[src/design/reuse_distance_histogram_core_defines.svh]
// assertion macros for the reuse distance histogram core
`ifndef REUSE_DISTANCE_HISTOGRAM_CORE_DEFINES_SVH
`define REUSE_DISTANCE_HISTOGRAM_CORE_DEFINES_SVH

`ifndef SYNTHESIS

`define RDH_ASSERT_IMP(name, clk, rstn, ante, cons) \
    name: assert property (@(posedge clk) disable iff (!(rstn)) (ante) |-> (cons)) \
        else $error("rdh assertion failed");

`define RDH_ASSERT_NXT(name, clk, rstn, ante, cons) \
    name: assert property (@(posedge clk) disable iff (!(rstn)) (ante) |=> (cons)) \
        else $error("rdh assertion failed");

`else

`define RDH_ASSERT_IMP(name, clk, rstn, ante, cons)

`define RDH_ASSERT_NXT(name, clk, rstn, ante, cons)

`endif

`endif

[src/design/rdh_pkg.sv]
// shared types and constants for the reuse distance histogram core
`timescale 1ns / 1ps

package rdh_pkg;

    localparam int COLUMN_W     = 15;
    localparam int BUCKET_OUT_W = 5;
    localparam int TOTAL_W      = 32;

    // reciprocal multiply for division by a constant
    localparam int DIV_SHIFT = 16;
    localparam int RECIP_W   = DIV_SHIFT + 1;

    // run tags kept with every line entry
    localparam int EPOCH_W = 8;
    typedef logic [EPOCH_W-1:0] epoch_t;
    localparam epoch_t EPOCH_NONE  = '0;
    localparam epoch_t EPOCH_FIRST = epoch_t'(1);
    localparam epoch_t EPOCH_LAST  = '1;

    typedef struct packed {
        logic                new_run;
        logic [COLUMN_W-1:0] column_index;
    } in_item_t;

    typedef struct packed {
        logic                    first_touch;
        logic [BUCKET_OUT_W-1:0] bucket;
        logic [TOTAL_W-1:0]      bucket_total;
        logic [TOTAL_W-1:0]      first_touch_total;
        logic [TOTAL_W-1:0]      access_total;
    } out_item_t;

    typedef struct packed {
        logic rd_en;
        logic wr_en;
        logic sweep_start;
    } ltab_ctrl_t;

    typedef struct packed {
        logic rd_en;
        logic clear;
        logic wr_en;
    } btab_ctrl_t;

endpackage

[src/design/rdh_bucket_table.sv]
// distance bucket counters: memory with per-entry valid bits and write-back forwarding
`timescale 1ns / 1ps

module rdh_bucket_table #(
    parameter int BUCKET_COUNT = 32,
    parameter int BKT_W        = 5,
    parameter int COUNT_WIDTH  = 32
) (
    input  logic                   aclk,
    input  logic                   aresetn,
    input  rdh_pkg::btab_ctrl_t    ctrl,
    input  logic [BKT_W-1:0]       rd_idx,
    input  logic [BKT_W-1:0]       wr_idx,
    input  logic [COUNT_WIDTH-1:0] wr_count,
    output logic [COUNT_WIDTH-1:0] rd_count
);
    import rdh_pkg::*;

    logic [COUNT_WIDTH-1:0] mem [BUCKET_COUNT];

    logic [COUNT_WIDTH-1:0]  rdata_reg;
    logic [COUNT_WIDTH-1:0]  fwd_data_reg;
    logic                    fwd_reg;
    logic                    hit_valid_reg;
    logic [BUCKET_COUNT-1:0] valid_reg;

    always_ff @(posedge aclk) begin
        if (ctrl.wr_en) begin
            mem[wr_idx] <= wr_count;
        end
        if (ctrl.rd_en) begin
            rdata_reg    <= mem[rd_idx];
            fwd_data_reg <= wr_count;
        end
    end

    always_ff @(posedge aclk) begin
        if (!aresetn) begin
            valid_reg     <= '0;
            fwd_reg       <= 1'b0;
            hit_valid_reg <= 1'b0;
        end else begin
            if (ctrl.rd_en) begin
                fwd_reg       <= ctrl.wr_en && (wr_idx == rd_idx) && !ctrl.clear;
                hit_valid_reg <= valid_reg[rd_idx] && !ctrl.clear;
            end
            // a run start wins over the last write of the previous run
            if (ctrl.clear) begin
                valid_reg <= '0;
            end else if (ctrl.wr_en) begin
                valid_reg[wr_idx] <= 1'b1;
            end
        end
    end

    assign rd_count = fwd_reg ? fwd_data_reg : (hit_valid_reg ? rdata_reg : '0);

endmodule

[config.mk]
export PLATFORM = sky130hd
export DESIGN_NAME = rdh_bucket_table
export DESIGN_NICKNAME = d
export VERILOG_FILES = /design/src/design/reuse_distance_histogram_core_defines.svh /design/src/design/rdh_pkg.sv /design/src/design/rdh_bucket_table.sv
export SDC_FILE = /design/constraint.sdc
export NUM_CORES = 1
export LEC_CHECK = 0
export BUFFER_PORTS_ARGS = -buffer_cell sky130_fd_sc_hd__clkbuf_2
export CORE_MARGIN = 2
export CORE_UTILIZATION = 30
export DETAILED_ROUTE_END_ITERATION = 8
export MAX_ROUTING_LAYER = met4
export PLACE_DENSITY = 0.46
export SLEW_MARGIN = 40
export SYNTH_ARGS = -nofsm -noshare
export SYNTH_HDL_FRONTEND = slang
export SYNTH_SLANG_ARGS = --single-unit
[constraint.sdc]
create_clock -name aclk -period 3.11 [get_ports aclk]
set_clock_uncertainty 0.15 [all_clocks]
set_input_delay 0.622 -clock aclk [delete_from_list [all_inputs] [get_ports aclk]]
set_output_delay 0.622 -clock aclk [all_outputs]
set_load 0.01 [all_outputs]
==> results.cfg, run 1 <==
[die]
start_util = 0.3009
coreArea_um2 = 141100
dieWidth_um = 380.2
chipHeight_um = 380.2
std_cell_rows = 138
pin_count = 79
fp.dieArea_um2 = 144500

[power]
vdd_ir_drop_max_v = 0.0004085
powerDensity_nw_per_um2 = 647.0
power_leakage_nw = 15.87
power_mw = 32.89

[layout]
layout_commonest_cell = edfxtp_1
fillerInstances = 12810
final_util = 0.3603
nets = 1994
final_cell_mix = edfxtp_1, mux4_2, clkbuf_16, clkbuf_2, buf_4
largest_register_ffs = 1024
top_register = mem
area_delta_synth_final_pct = 19.74
drive_gt1_frac = 0.3831

[route]
dr.pass1.iters = 5
met1_length_mm = 48.21
routed.top_layer = met4
via_per_inst = 4.884
first_iter_violations = 1480
wl_met3_mm = 4.987
post_drt_wl_per_cell_um = 29.08
num_vias = 19250
wl_met2_mm = 58.97
ant_nets = 0
remaining_drc_errors = 0
finalWirelength_mm = 114.6

[setup_path]
crit_path_start_kind = flip-flop
required_ps = 2340
critPathMaxFanout = 32
cp-end-kind = output port
worstPathArrival_ps = 2160
crit_type = flip-flop to output port

[global_routing]
overflow = 0
grt_max_degree = 41
antenna_found_initial = 2
grt_pass1_wl_mm = 160.6
first_global_vias = 20780
grt.total_usage = 0.1638

[timing]
worst_pin_slew_ps = 692.2
period_needed_ps = 2934
hold_ws_ps = 75.22
slew_violations = 0
rsz0062_at_grt = no
slew_headroom = 0.5385
max_freq_ghz = 0.3408
finalSetupViolCount = 0
finalHoldViolations = 0
layout_setup_ws_ps = 175.9
period_share = 0.9434

[outcome]
status = finished, final reports clean

[clocking]
cts_buffers = 117
clk_transition_reported_paths_ps = 60
cts_sinks = 1122
clk_latency_ps = 710
cts_root_buffer = clkbuf_16
cts_tree = built
cts.htree.levels = 3
clock_path_buffers = 3
post-cts-setup-buffers = 0

[yosys]
syn_nets = 1760
postSynthCellCount = 1713
ys_types = 29
yosysWarningCount = 0
avgSynthCellArea_um2 = 24.78
synth_area_um2 = 42450
ys_seq_area_frac = 0.7857
ys_seq_elements = 1122

[run]
maxCapViolCount = 0

[placement]
dp_hpwl_mm = 61.63
gp_congestion = 0.7102
pre_cts_slack_ps = 118.4
io_buffer_count = 78

[worst_hold_path]
hp-class = input pin to flip-flop
[power breakdown]
group	internal [mW]	total, mW	switching (mW)	leakage, nW
combinational	0.698	1.53	0.831	3.79
sequential	16.8	16.9	0.0649	10.1
clock	8.64	14.5	5.81	1.96
total	26.2	32.9	6.71	15.9
[stage by stage]
stage / std cells / area [um2] / TNS, ps
after detailed placement: 3717 / 46830 / 0
after CTS: 3939 / 50830 / 0
after floorplan: 1713 / 42470 / -55970
after global routing: 3941 / 50830 / 0
final: 3941 / 50830 / 0
after global placement: 3717 / 46830 / 0
[cell families (layout without fill, tap and decap cells)]
group                  after synthesis  after routing  share of synthesized area
buffers and inverters               95            431                    0.01020
other                                0              2                          0
flip-flops                        1122           1122                     0.7857
XOR/XNOR                             5              5                   0.001032
multiplexers                       365            365                     0.1834
AND/OR/NAND/NOR                     58             58                   0.006779
AO/OA/AOI/OAI                       68             68                    0.01294
[critical path, cell delays in order, from the launching register on]
cell	delay, ps
dfxtp_2	440
nor2b_4	170
buf_12	290
a22o_1	330
clkbuf_2	180
[per-layer routing]
metal  up-vias  GRT usage
met5         -          -
met4         0    0.04615
met3       136    0.02514
met2       490     0.2752
met1     10690     0.2061
li1       7927          -
[cells in the mapped netlist]
cell | instances | share of area
mux4_2 | 327 | 0.17
nor2b_1 | 4 | 0.00059
nand4_1 | 1 | 0.00015
nand3_1 | 3 | 0.00035
buf_6 | 5 | 0.0013
or3_1 | 1 | 0.00015
buf_4 | 3 | 0.00053
buf_2 | 22 | 0.0026
mux2i_1 | 6 | 0.0014
clkbuf_1 | 54 | 0.0048
edfxtp_1 | 1088 | 0.77
dfxtp_1 | 34 | 0.016
o21ai_0 | 1 | 0.00012
buf_1 | 11 | 0.00097
nand4b_1 | 1 | 0.00021
nor2_1 | 35 | 0.0031
o211a_1 | 1 | 0.00024
a21boi_0 | 1 | 0.00018
nand2_1 | 1 | 0.000088
a22o_1 | 32 | 0.0066
xnor2_1 | 1 | 0.00021
or3b_2 | 3 | 0.00062
mux2_2 | 32 | 0.0085
nand2b_1 | 1 | 0.00015
xor2_1 | 4 | 0.00083
nor4_1 | 1 | 0.00015
o21a_1 | 32 | 0.0057
nand3b_1 | 7 | 0.0012
a31oi_1 | 1 | 0.00015
[worst paths after layout]
path	from	end	slack, ps	depth (start not counted)
max	fwd_reg	rd_count[2]	180	4
min	ctrl[0]	fwd_reg	80	3
max reg2reg	mem[17][5]	rdata_reg[5]	1040	3
min reg2reg	valid_reg[3]	valid_reg[3]	310	1
[area by class of cell]
| type | instances | area [um2] | share of cell area |
|---|---|---|---|
| Clock buffer | 138 | 3049 | 0.05998 |
| Tap cell | 1890 | 2365 | 0.04652 |
| Timing Repair Buffer | 210 | 2206 | 0.04339 |
| Multi-Input combinational cell | 496 | 8916 | 0.1754 |
| Clock inverter | 83 | 938.4 | 0.01846 |
| Sequential cell | 1122 | 33350 | 0.6561 |
| Antenna cell | 2 | 5.005 | 0.00009846 |
[timing repair]
item	4_1_cts	5_1_grt
endpoints found under the setup margin	0	0
hold buffers	1	0
gates resized for setup	0	0
endpoints found under the hold margin	1	0
No activity file was read; power rests on OpenSTA's default activity.
==> run 2, diff against run 1 <==
--- a/config.mk
+++ b/config.mk
@@ -5,6 +5,7 @@
 export SDC_FILE = /design/constraint.sdc
 export NUM_CORES = 1
 export LEC_CHECK = 0
+export ABC_AREA = 1
 export BUFFER_PORTS_ARGS = -buffer_cell sky130_fd_sc_hd__clkbuf_2
 export CORE_MARGIN = 2
 export CORE_UTILIZATION = 30
==> run 2 against run 1 <==
Effect of this change:
- cell count up 36%
- via count grew 45%
- hold slack better by 36 ps
- core utilization down 0.80 points
- area after synthesis up 3.2%
- sequential power hardly changed
- global-route usage grew 2.7 points
- critical path depth grew 1
- clock power shrank 4%
- sequential share of layout area fell by 0.49 points
==> results.cfg, run 2 <==
[yosys]
synth_edf_count = 1088
synth_area_um2 = 43820
ys_seq_area_frac = 0.7610
synth-main-ff-cell = edfxtp_1
syn_nets = 3295
synth_top_area_cell = edfxtp_1
synth_top_area_share = 0.7455
ys_seq_elements = 1122
yosys-top-cells-count = edfxtp_1, nor2_1, o21ai_0
synthArstFlopShare = 0
postSynthCellCount = 3248
yosysWarningCount = 0
synth.top_cells.by_area = edfxtp_1, nor2_1, o21ai_0, o221ai_1, nand2_1
ys_types = 25
avgSynthCellArea_um2 = 13.49
synth.most_common_cell = edfxtp_1

[global_routing]
antenna_found_initial = 11
grt_max_degree = 129
first_global_vias = 27450
grt_pass1_wl_mm = 200.0
grt.total_usage = 0.1904
overflow = 0

[timing]
hold_ws_ps = 111.0
finalSetupViolCount = 0
period_needed_ps = 2989
layout_setup_ws_ps = 121.3
finalHoldViolations = 0
rsz0062_at_grt = no
slew_violations = 0
period_share = 0.9610
max_freq_ghz = 0.3346
slew_headroom = 0.4619
worst_pin_slew_ps = 806.2
fin_setup_tns_ps = 0

[layout]
design_area_um2 = 51220
area_delta_synth_final_pct = 16.88
nets = 3390
largest_register_ffs = 1024
top_register = mem
fillerInstances = 14130
final_cell_mix = edfxtp_1, nor2_1, o21ai_0, nand2_1, o221ai_1
finalNonFillerCells = 5360
drive_gt1_frac = 0.1187
layout_commonest_cell = edfxtp_1
final_util = 0.3523

[placement]
pre_cts_slack_ps = 413.9
dp_hpwl_mm = 76.61
io_buffer_count = 78
dpl.cell_count = 5136
gp_congestion = 0.7522
place_area_um2 = 47410

[die]
dieWidth_um = 386.2
fp.dieArea_um2 = 149200
start_util = 0.3014
coreArea_um2 = 145400
pin_count = 79
std_cell_rows = 140
chipHeight_um = 386.2

[outcome]
status = finished, final reports clean

[route]
first_iter_violations = 2609
finalWirelength_mm = 138.6
num_vias = 27870
dr.pass1.iters = 5
post_drt_wl_per_cell_um = 25.85
via_per_inst = 5.199
remaining_drc_errors = 0
ant_nets = 0

[clocking]
clk_transition_reported_paths_ps = 60
post-cts-setup-buffers = 0
clock_path_buffers = 3
clk_latency_ps = 710
cts_sinks = 1122
cts_root_buffer = clkbuf_16
cts_buffers = 121
cts_tree = built
cts.htree.levels = 3

[power]
vdd_ir_drop_max_v = 0.0004872
powerDensity_nw_per_um2 = 638.8
comb_power_share = 0.056
seq_power_share = 0.517
cell_internal_pwr_mw = 25.39
power_leakage_nw = 16.46
power.share.clock = 0.426
swShare = 0.2240
power_mw = 32.72
net-switching-power_mw = 7.330

[setup_path]
r2r_slack_ps = 1540
worstPathArrival_ps = 2220
crit_type = flip-flop to output port
crit_path_start_kind = flip-flop
r2r-end = rdata_reg[23]
slowest_delay_ps = 400
cpMaxStageDelayCell = inv_2
reg2reg_from = mem[29][23]
required_ps = 2340
reg2regPathDepth = 6
critPathMaxFanout = 13
cp-end-kind = output port
crit_chain = inv_2 > buf_4 > nand3_1 > nand2_1 > clkbuf_2

[worst_hold_path]
hp-class = input pin to flip-flop
hold_end = hit_valid_reg
min_from = ctrl[1]
hold_path_depth = 4

[run]
maxCapViolCount = 0
## run 2: changes by cell type in the layout (fill, tap and decap cells not counted), moves of 16 or more
cell and delta:
mux2_2 -32, o21ai_1 +65, nand3_1 +180, a22o_1 -32
o21ai_0 +447, inv_1 +20, o21a_1 -32, clkbuf_1 +16
nand2_1 +273, nor2_1 +579, o221ai_1 +256, mux4_2 -327
## run 2: critical path: cells and delay by family (launching register included)
family / cells / cell delay [ps]
buffers and inverters: 3 / 830
DFF: 1 / 330
and+or+nand+nor: 2 / 330
## run 2: how the worst max path moves through the flow
stage                    from            end  slack [ps]  cells past startpoint
global route          fwd_reg   rd_count[29]           8                      5
finish                fwd_reg    rd_count[5]         120                      5
floorplan             ctrl[0]     mem[31][0]         140                      4
global placement    rd_idx[1]  rdata_reg[16]         400                     10
CTS                   fwd_reg   rd_count[30]          20                      4
detailed placement  rd_idx[1]  rdata_reg[16]         410                     10
## run 2: final cells by class
cell class	instances	area, um2	area share
tap	1917	2399	0.04683
inverter	26	128.9	0.002516
multi-input combinational	1860	9410	0.1837
timing repair buffer	212	2133	0.04165
antenna	5	12.51	0.0002443
clock inverter	59	558.0	0.01089
clock buffer	159	3223	0.06292
sequential	1122	33360	0.6512
## run 2: kinds of logic after synthesis
kind of cell | share of synthesized area
flops | 0.7610
simple gates | 0.09887
compound gates | 0.1100
buf+inv | 0.02972
xor+xnor | 0.0003998
## run 2: timing repair
action                                  in CTS  in global routing
hold buffers                                 1                  0
endpoints found under the setup margin       1                  1
hold endpoints to repair                     1                  0
gates cloned                                 0                  0
gates resized for setup                      1                  1
pin swaps                                    0                  0
## run 2: power groups by stage
stage          sequential (mW)  combinational [mW]  clock [mW]
3_5_place_dp              17.2                1.87           0
4_1_cts                   16.9                1.88        14.2
6_report                  16.9                1.85        13.9
3_3_place_gp              17.2                1.87           0
5_1_grt                   16.9                2.03        14.8
2_1_floorplan             17.2               0.961           0
## run 2: layer usage
layer  wire (um)  track usage
met1       63110       0.2623
met2       63450       0.2908
met3        9007      0.03630
met4        3015      0.04508
met5           0            -
