File: src/design/reuse_distance_histogram_core_defines.svh
// assertion macros for the reuse distance histogram core
`ifndef REUSE_DISTANCE_HISTOGRAM_CORE_DEFINES_SVH
`define REUSE_DISTANCE_HISTOGRAM_CORE_DEFINES_SVH

`ifndef SYNTHESIS

`define RDH_ASSERT_IMP(name, clk, rstn, ante, cons) \
    name: assert property (@(posedge clk) disable iff (!(rstn)) (ante) |-> (cons)) \
        else $error("rdh assertion failed");

`define RDH_ASSERT_NXT(name, clk, rstn, ante, cons) \
    name: assert property (@(posedge clk) disable iff (!(rstn)) (ante) |=> (cons)) \
        else $error("rdh assertion failed");

`else

`define RDH_ASSERT_IMP(name, clk, rstn, ante, cons)

`define RDH_ASSERT_NXT(name, clk, rstn, ante, cons)

`endif

`endif

File: src/design/rdh_pkg.sv
// shared types and constants for the reuse distance histogram core
`timescale 1ns / 1ps

package rdh_pkg;

    localparam int COLUMN_W     = 15;
    localparam int BUCKET_OUT_W = 5;
    localparam int TOTAL_W      = 32;

    // reciprocal multiply for division by a constant
    localparam int DIV_SHIFT = 16;
    localparam int RECIP_W   = DIV_SHIFT + 1;

    // run tags kept with every line entry
    localparam int EPOCH_W = 8;
    typedef logic [EPOCH_W-1:0] epoch_t;
    localparam epoch_t EPOCH_NONE  = '0;
    localparam epoch_t EPOCH_FIRST = epoch_t'(1);
    localparam epoch_t EPOCH_LAST  = '1;

    typedef struct packed {
        logic                new_run;
        logic [COLUMN_W-1:0] column_index;
    } in_item_t;

    typedef struct packed {
        logic                    first_touch;
        logic [BUCKET_OUT_W-1:0] bucket;
        logic [TOTAL_W-1:0]      bucket_total;
        logic [TOTAL_W-1:0]      first_touch_total;
        logic [TOTAL_W-1:0]      access_total;
    } out_item_t;

    typedef struct packed {
        logic rd_en;
        logic wr_en;
        logic sweep_start;
    } ltab_ctrl_t;

    typedef struct packed {
        logic rd_en;
        logic clear;
        logic wr_en;
    } btab_ctrl_t;

endpackage

File: src/design/rdh_line_index.sv
// column to line table address: divide by line width, then wrap to table depth
`timescale 1ns / 1ps

module rdh_line_index #(
    parameter int COLUMNS_PER_LINE = 8,
    parameter int LINE_ENTRIES     = 4096,
    parameter int ADDR_W           = 12
) (
    input  logic                         aclk,
    input  logic [3:0]                   load,
    input  logic [rdh_pkg::COLUMN_W-1:0] column_index,
    output logic [ADDR_W-1:0]            line_addr
);
    import rdh_pkg::*;

    localparam int PROD_W = COLUMN_W + RECIP_W;
    localparam int LE_W   = $clog2(LINE_ENTRIES + 1);
    localparam int MOD_W  = (LE_W > COLUMN_W) ? LE_W : COLUMN_W;
    localparam logic [RECIP_W-1:0] COL_RECIP  = RECIP_W'((2 ** DIV_SHIFT) / COLUMNS_PER_LINE);
    localparam logic [RECIP_W-1:0] LINE_RECIP = RECIP_W'((2 ** DIV_SHIFT) / LINE_ENTRIES);

    logic [PROD_W-1:0]   prod1_reg;
    logic [COLUMN_W-1:0] col1_reg;
    logic [COLUMN_W-1:0] line2_reg;
    logic [PROD_W-1:0]   prod3_reg;
    logic [COLUMN_W-1:0] line3_reg;
    logic [ADDR_W-1:0]   addr4_reg;

    logic [COLUMN_W-1:0] q1;
    logic [COLUMN_W-1:0] r1;
    logic [COLUMN_W-1:0] line_next;
    logic [COLUMN_W-1:0] q2;
    logic [COLUMN_W-1:0] r2;
    logic                wrap_ge;
    logic [ADDR_W-1:0]   addr_next;

    // estimates are low by at most one, so one compare corrects them
    always_comb begin
        q1        = prod1_reg[DIV_SHIFT +: COLUMN_W];
        r1        = col1_reg - COLUMN_W'(q1 * COLUMNS_PER_LINE);
        line_next = (r1 >= COLUMN_W'(COLUMNS_PER_LINE)) ? q1 + 1'b1 : q1;

        q2        = prod3_reg[DIV_SHIFT +: COLUMN_W];
        r2        = line3_reg - COLUMN_W'(q2 * LINE_ENTRIES);
        wrap_ge   = MOD_W'(r2) >= MOD_W'(LINE_ENTRIES);
        addr_next = ADDR_W'(wrap_ge ? r2 - COLUMN_W'(LINE_ENTRIES) : r2);
    end

    always_ff @(posedge aclk) begin
        if (load[0]) begin
            prod1_reg <= PROD_W'(column_index) * PROD_W'(COL_RECIP);
            col1_reg  <= column_index;
        end
        if (load[1]) begin
            line2_reg <= line_next;
        end
        if (load[2]) begin
            prod3_reg <= PROD_W'(line2_reg) * PROD_W'(LINE_RECIP);
            line3_reg <= line2_reg;
        end
        if (load[3]) begin
            addr4_reg <= addr_next;
        end
    end

    assign line_addr = addr4_reg;

endmodule

File: config.mk
export PLATFORM = sky130hd
export DESIGN_NAME = rdh_line_index
export DESIGN_NICKNAME = d
export VERILOG_FILES = /design/src/design/reuse_distance_histogram_core_defines.svh /design/src/design/rdh_pkg.sv /design/src/design/rdh_line_index.sv
export SDC_FILE = /design/constraint.sdc
export NUM_CORES = 1
export LEC_CHECK = 0
export BUFFER_PORTS_ARGS = -buffer_cell sky130_fd_sc_hd__buf_4
export CAP_MARGIN = 20
export CORE_MARGIN = 2
export CORE_UTILIZATION = 35
export CTS_BUF_LIST = sky130_fd_sc_hd__clkbuf_4 sky130_fd_sc_hd__clkbuf_8 sky130_fd_sc_hd__clkbuf_16
export DETAILED_ROUTE_END_ITERATION = 10
export PLACE_DENSITY = 0.63
export SETUP_SLACK_MARGIN = 0.02
export SLEW_MARGIN = 5
export SYNTH_ARGS = -nofsm -noshare
export SYNTH_HDL_FRONTEND = slang
export SYNTH_SLANG_ARGS = --single-unit
File: constraint.sdc
create_clock -name aclk -period 1.79 [get_ports aclk]
set_input_delay 0 -clock aclk [delete_from_list [all_inputs] [get_ports aclk]]
set_output_delay 0 -clock aclk [all_outputs]
set_load 0.01 [all_outputs]
==> results of run 1 <==
[cells in the mapped netlist, drive strengths merged]
master,n
edfxtp,48
[what timing repair did]
| item | CTS | global route |
|---|---|---|
| resized for setup | 0 | 0 |
| endpoints found under the hold margin | 12 | 0 |
| hold buffers | 12 | 0 |
[cells by family after synthesis]
kind of cell,count (synthesis)
flops,48
[report_power, final]
group	internal (W)	switching (W)	total (W)
Sequential	0.00132	0.0000169	0.00134
Clock	0.000302	0.000304	0.000607
Combinational	0.0000566	0.0000391	0.0000957
[through the flow]
step | total power [W] | setup WS [ps]
global route | 0.00214 | 931
global placement | 0.00143 | 1190
floorplan | 0.00137 | 1200
finish | 0.00204 | 978
detailed placement | 0.00144 | 1160
CTS | 0.00207 | 957
[how the worst max path moves through the flow]
stage / to / cells past startpoint
2_1_floorplan: line2_reg[0]$_DFFE_PP_ / 0
3_3_place_gp: line2_reg[7]$_DFFE_PP_ / 0
3_5_place_dp: line_addr[8]$_DFFE_PP_ / 0
4_1_cts: line_addr[1] / 1
5_1_grt: line_addr[4] / 1
6_report: line_addr[1] / 1
[per-layer routing]
| layer | vias up | share of wire (%) |
|---|---|---|
| met4 | 0 | 1.8 |
| met2 | 26 | 53 |
| met3 | 4 | 9.6 |
| met5 | - | 0 |
| met1 | 283 | 36 |
| li1 | 286 | - |
[final cells by class]
cell class | count | area share, %
Timing Repair Buffer | 40 | 17.2
Clock inverter | 1 | 0.195
Clock buffer | 7 | 4.36
Tap cell | 50 | 3.26
Sequential cell | 48 | 75.0
==> impl_metrics.yaml, run 1 <==
setup_path:
  cp-end-kind: "output pin"
  reg2reg_from: "prod3_reg[5]$_DFFE_PP_"
  ff2ff_path_depth: 0
  slowest_delay_ps: 380
  worstSetupPathType: "reg2out"
  crit_chain: "buf_4"
  worst_path_max_delay_cell: "edfxtp_1"
  path_buf_inv: 1
  cp_max_fo: 1
  arrival_ps: 810
  r2r_end: "line_addr[1]$_DFFE_PP_"
  cpLargestDelayFamily: "flip-flops"
  required_ps: 1790
  start_kind: "flip-flop"
  ff2ff_setup_slack_ps: 1160
  critPathLaunch: "line_addr[1]$_DFFE_PP_"
logic_synthesis:
  yosys-mux-area-fraction_pct: 0
  synth_fa_ha_area_share_pct: 0
  synth_fp_nets: 68
  yosys.area_share.simple_pct: 0
  synth_xor_area_share_pct: 0
  synth-compound-area-share_pct: 0
  synth_area_leaders: "edfxtp_1 100%"
  ys_types: 1
  ys_ff_latch: 48
  yosys_warnings: 0
  syn-cell-area_mm2: 0.00144
  syn_inst: 48
  ys_seq_area_share_pct: 100
  synth_top_area_cell: "edfxtp_1"
  avgSynthCellArea_um2: 30.0
  synth_top_area_share_pct: 100
final_layout:
  final_cell_area_mm2: 0.00192
  multi_input_area_um2: 0
  final_common_cell: "edfxtp_1"
  mostFrequentLayoutCells: "48 x edfxtp_1, 28 x buf_4, 12 x dlygate4sd3_1, 5 x clkbuf_8, 2 x clkbuf_4"
  layout-drive-gt1-share_pct: 36.5
  nNetsFinal: 115
  utilization_pct: 48.4
  ff_latch_area_mm2: 0.00144
  syn_to_final_growth_pct: 33.3
  stdcell_count: 146
  multi_input_cells: 0
  num_antenna_cells: 0
  num-fill-cells: 344
global_routing:
  grt.overflow.total: 0
  grt-busiest-layer: "met2"
  grt_pass1_wl_mm: 2.43
  grt_max_degree: 14
  met3_usage_pct: 5.43
  antenna_found_initial: 0
  use_met1_pct: 7.73
  met2_usage_pct: 13.0
  grt_use_total_pct: 8.31
  first_global_vias: 554
worst_hold_path:
  min_path_type: "in2reg"
  min_to: "line2_reg[0]$_DFFE_PP_"
  min_path_cells: 1
  min_from: "load[1]"
clocking:
  clock_path_buffers: 2
  cts_setup_buffers: 0
  clock-sinks: 48
  cts_tree: "built"
  h-tree-depth: 2
  clk_latency_ps: 290
  cts_buffers: 5
  clkSlewWorstSetupHoldPaths_ps: 80
  root_buffer: "clkbuf_8"
die:
  design.core.area_mm2: 0.00397
  start_util_pct: 36.3
  fp.dieW_um: 68.2
  io_pins: 32
  design.die.area_mm2: 0.00465
  rows: 23
  die_h_um: 68.2
routing:
  vias_per_cell: 4.10
  drtIter0Drc: 26
  route.detailed.drc: 0
  dr_total_vias: 599
  wl_per_cell_um: 11.2
  wirelength_mm: 1.64
  dr.pass1.iters: 4
  ant_nets: 0
sta:
  layout_worst_path_cycle_share_pct: 45.4
  fmax_mhz: 1230
  worst_pin_slew_ps: 151
  hold_viol: 0
  period_minus_slack_ps: 812
  fin_setup_tns_ps: 0
  setup_violations: 0
  max_slew_margin_pct: 89.9
  rsz0062_at_grt: "no"
  whs_ps: 29.0
  slew_viol_final: 0
  finClkSkew_ps: 4.58
job:
  cap_violations: 0
power_and_ir_drop:
  leakage_nw: 0.701
  powerDensity_mw_per_mm2: 1060
  vdd_drop_max_uv: 387
place:
  place_area_mm2: 0.00171
  io_buffers: 28
  dp.cells: 126
  finalWeightedCongestion: 0.653
outcome:
  outcome: "complete, no violations"
Note: power is estimated with default switching activity, not from simulation.
==> inputs of run 2 (changes only) <==
--- a/config.mk
+++ b/config.mk
@@ -5,6 +5,7 @@
 export SDC_FILE = /design/constraint.sdc
 export NUM_CORES = 1
 export LEC_CHECK = 0
+export ABC_AREA = 1
 export BUFFER_PORTS_ARGS = -buffer_cell sky130_fd_sc_hd__buf_4
 export CAP_MARGIN = 20
 export CORE_MARGIN = 2
==> constraint.sdc (replaced) <==
create_clock -name aclk -period 0.8 [get_ports aclk]
set_input_delay 0 -clock aclk [delete_from_list [all_inputs] [get_ports aclk]]
set_output_delay 0 -clock aclk [all_outputs]
set_load 0.01 [all_outputs]
==> run 2 against run 1 <==
- the flow now finishes with violations (setup timing)
- first-iteration DRC count decreased by 50%
- sequential share of layout area decreased by 2.3 points
- critical path depth unchanged
- worst setup slack got worse by 990 ps
==> impl_metrics.yaml, run 2 (same netlist as run 1, synthesis figures left out) <==
setup_path:
  path_buf_inv: 1
  reg2reg_from: "col1_reg[3]$_DFFE_PP_"
  critPathLaunch: "line_addr[4]$_DFFE_PP_"
  required_ps: 800
  worst_path_max_delay_cell: "edfxtp_1"
  start_kind: "flip-flop"
  cp_max_fo: 1
  cp-end-kind: "output pin"
  arrival_ps: 810
  worstSetupPathType: "reg2out"
  cpLargestDelayFamily: "flip-flops"
  crit_chain: "buf_6"
  slowest_delay_ps: 390
routing:
  ant_nets: 0
  wl_per_cell_um: 11.3
  route.detailed.drc: 0
  dr.pass1.iters: 4
  wirelength_mm: 1.65
  drtIter0Drc: 13
  vias_per_cell: 4.12
  dr_total_vias: 601
global_routing:
  grt_pass1_wl_mm: 2.53
  grt_max_degree: 15
  grt.overflow.total: 0
  antenna_found_initial: 0
  first_global_vias: 591
  grt_use_total_pct: 8.24
clocking:
  clock-sinks: 48
  clk_latency_ps: 290
  clock_path_buffers: 2
  clkSlewWorstSetupHoldPaths_ps: 80
  cts_buffers: 5
  cts_setup_buffers: 0
  cts_tree: "built"
  h-tree-depth: 2
  root_buffer: "clkbuf_8"
final_layout:
  multi_input_area_um2: 0
  ff_latch_area_mm2: 0.00144
  final_common_cell: "edfxtp_1"
  syn_to_final_growth_pct: 37.6
  nNetsFinal: 115
  multi_input_cells: 0
  final_cell_area_mm2: 0.00198
  layout-drive-gt1-share_pct: 37.5
  mostFrequentLayoutCells: "48 x edfxtp_1, 18 x buf_4, 12 x dlygate4sd3_1, 10 x buf_6, 5 x clkbuf_8"
  num-fill-cells: 334
  num_antenna_cells: 0
sta:
  fin_ws_ps: -8.57
  fmax_mhz: 1240
  hold_viol: 0
  max_slew_margin_pct: 89.3
  setup_violations: 9
  worst_pin_slew_ps: 160
  fin_setup_tns_ps: -36.3
  finClkSkew_ps: 3.56
  slew_viol_final: 0
  period_minus_slack_ps: 809
  rsz0062_at_grt: "yes"
  layout_worst_path_cycle_share_pct: 101
place:
  finalWeightedCongestion: 0.653
  place_area_mm2: 0.00171
  io_buffers: 28
  place_ws_ps: 169
power_and_ir_drop:
  vdd_drop_max_uv: 786
  total_power_w: 0.00489
  leakage_nw: 0.725
  powerDensity_mw_per_mm2: 2470
die:
  design.core.area_mm2: 0.00397
  fp.dieW_um: 68.2
  io_pins: 32
  rows: 23
  design.die.area_mm2: 0.00465
  start_util_pct: 36.3
  die_h_um: 68.2
outcome:
  failed_checks: "setup timing"
  outcome: "complete, but fails checks"
worst_hold_path:
  min_path_type: "in2reg"
  min_from: "load[1]"
job:
  cap_violations: 0
-- run 2: changes by cell type in the layout (fill, tap and decap cells not counted), sizes merged --
| cell | before | now |
|---|---|---|
| bufinv | 0 | 1 |
| clkbuf | 7 | 6 |
-- run 2: repair_timing --
action                                  4_1_cts  5_1_grt
hold buffers                                 12        0
gates resized for setup                       7        3
endpoints found under the setup margin       12       12
endpoints found under the hold margin        12        0
-- run 2: final cells by class --
type	instances	area share, %
sequential	48	72.7
timing repair buffer	40	18.5
clock buffer	6	3.85
tap	50	3.15
clock inverter	2	1.77
-- run 2: through the flow --
| stage | utilization (%) | instances | hold slack [ps] |
|---|---|---|---|
| floorplan | - | 48 | 98.9 |
| global placement | 43.2 | 126 | 179 |
| detailed placement | 43.2 | 126 | 179 |
| CTS | 49.7 | 146 | 19.2 |
| global route | 49.9 | 146 | 14.6 |
| finish | 49.9 | 146 | 29.4 |
-- run 2: power by group --
part           switching, W  leakage [nW]  internal, W
Sequential        0.0000458         0.470      0.00296
Combinational     0.0000870         0.197     0.000143
Clock              0.000693        0.0586     0.000960
Total              0.000826         0.725      0.00406
-- run 2: routing by layer --
| metal | GRT usage [%] | routed length, um | vias up | part of all wire (%) |
|---|---|---|---|---|
| li1 | - | - | 285 | - |
| met1 | 7.17 | 544 | 288 | 33 |
| met2 | 14.4 | 930 | 25 | 56 |
| met3 | 4.93 | 150 | 3 | 9.1 |
| met4 | 4.50 | 29 | 0 | 1.8 |
| met5 | 0 | 0 | - | 0 |
-- run 2: worst paths after layout --
kind / end / slack, ps / cells after the start
max: line_addr[4] / -9 / 1
min: line2_reg[0]$_DFFE_PP_ / 30 / 1
max reg2reg: line2_reg[0]$_DFFE_PP_ / 160 / 0
min reg2reg: line_addr[6]$_DFFE_PP_ / 420 / 0
==> inputs of run 3 (changes only) <==
==> constraint.sdc (replaced) <==
create_clock -name aclk -period 0.8 [get_ports aclk]
set_input_delay 0 -clock aclk [delete_from_list [all_inputs] [get_ports aclk]]
set_output_delay 0 -clock aclk [all_outputs]
set_load 0.005 [all_outputs]
==> run 3 against run 2 <==
- the flow still finishes with violations (setup timing)
- die area did not move
- total power fell by 0.71%
- clock power about the same
- largest cell class unchanged
==> impl_metrics.yaml, run 3 (same netlist as run 1, synthesis figures left out) <==
setup_path:
  cp-end-kind: "output pin"
  slowest_delay_ps: 370
  start_kind: "flip-flop"
  cpLargestDelayFamily: "flip-flops"
  ff2ff_path_depth: 0
  reg2reg_from: "col1_reg[3]$_DFFE_PP_"
  r2r_end: "line2_reg[0]$_DFFE_PP_"
  worstSetupPathType: "reg2out"
  path_buf_inv: 1
  critPathLaunch: "line_addr[4]$_DFFE_PP_"
  cp_max_fo: 1
  arrival_ps: 800
  worst_path_max_delay_cell: "edfxtp_1"
  crit_chain: "buf_4"
  ff2ff_setup_slack_ps: 160
  required_ps: 800
sta:
  hold_viol: 0
  finClkSkew_ps: 3.66
  worst_pin_slew_ps: 161
  setup_violations: 1
  period_minus_slack_ps: 801
  fmax_mhz: 1250
  max_slew_margin_pct: 89.3
  fin_ws_ps: -0.533
  slew_viol_final: 0
  layout_worst_path_cycle_share_pct: 100
  rsz0062_at_grt: "yes"
final_layout:
  multi_input_area_um2: 0
  layout-drive-gt1-share_pct: 37.5
  mostFrequentLayoutCells: "48 x edfxtp_1, 27 x buf_4, 12 x dlygate4sd3_1, 5 x clkbuf_8"
  num-fill-cells: 340
  syn_to_final_growth_pct: 35.2
  utilization_pct: 49.1
  multi_input_cells: 0
  final_common_cell: "edfxtp_1"
  nNetsFinal: 115
  num_antenna_cells: 0
  ff_latch_area_mm2: 0.00144
power_and_ir_drop:
  powerDensity_mw_per_mm2: 2490
  total_power_w: 0.00485
  leakage_nw: 0.714
  vdd_drop_max_uv: 784
place:
  io_buffers: 28
  finalWeightedCongestion: 0.653
  place_ws_ps: 169
job:
  cap_violations: 0
routing:
  vias_per_cell: 4.11
  wl_met3_um: 167
  dr_total_vias: 600
  wl_met2_um: 923
  wl_per_cell_um: 11.4
  route.detailed.drc: 0
  ant_nets: 0
  drtIter0Drc: 13
  wl_met1_um: 539
  top_layer: "met4"
  dr.pass1.iters: 4
  wirelength_mm: 1.66
die:
  design.die.area_mm2: 0.00465
  design.core.area_mm2: 0.00397
  io_pins: 32
  die_h_um: 68.2
  rows: 23
  start_util_pct: 36.3
  fp.dieW_um: 68.2
outcome:
  outcome: "complete, but fails checks"
  failed_checks: "setup timing"
clocking:
  cts_setup_buffers: 0
  clock_path_buffers: 2
  root_buffer: "clkbuf_8"
  clkSlewWorstSetupHoldPaths_ps: 80
  cts_tree: "built"
  h-tree-depth: 2
  clk_latency_ps: 290
  cts_buffers: 5
  clock-sinks: 48
global_routing:
  grt.overflow.total: 0
  grt_max_degree: 15
  antenna_found_initial: 0
  grt_pass1_wl_mm: 2.50
  grt_use_total_pct: 8.16
  first_global_vias: 582
worst_hold_path:
  min_path_type: "in2reg"
  min_from: "load[1]"
  min_to: "line2_reg[0]$_DFFE_PP_"
  min_path_cells: 1
==> run 3: metrics by stage <==
stage	TNS, ps	hold WS (ps)	cell area (um2)	std cells
floorplan	0	98.9	1440	48
global placement	0	179	1710	126
detailed placement	0	179	1710	126
CTS	-136	19.2	1950	146
global route	-452	14.6	1950	146
finish	-0.533	29.4	1950	146
==> run 3: repair_timing <==
| item | 4_1_cts | 5_1_grt |
|---|---|---|
| gates cloned | 0 | 0 |
| hold buffers | 12 | 0 |
| gates resized for setup | 0 | 1 |
| hold endpoints to repair | 12 | 0 |
| endpoints found under the setup margin | 12 | 12 |
| pin swaps | 0 | 0 |
==> run 3: cell type report <==
class	instances	share of cell area, %
Timing Repair Buffer	40	17.1
Clock buffer	6	3.92
Clock inverter	2	1.80
Tap cell	50	3.21
Sequential cell	48	73.9
==> run 3: routing by layer <==
layer  global-route usage [%]  vias to the layer above
met2                     14.2                       25
met4                     4.50                        0
li1                         -                      285
met5                        0                        -
met1                     7.17                      287
met3                     4.93                        3
==> run 3: worst max path at each step <==
stage                                   endpoint  slack, ps  cells after the start
after floorplan           line2_reg[0]$_DFFE_PP_        210                      0
after global placement    line2_reg[7]$_DFFE_PP_        200                      0
after detailed placement  line_addr[8]$_DFFE_PP_        170                      0
after CTS                           line_addr[4]        -20                      1
after global routing                line_addr[4]        -60                      1
final                               line_addr[4]       -0.5                      1
==> run 3: power by group <==
group	internal, W	switching [W]
combinational	0.000127	0.0000745
sequential	0.00296	0.0000410
clock	0.000960	0.000692
total	0.00405	0.000808
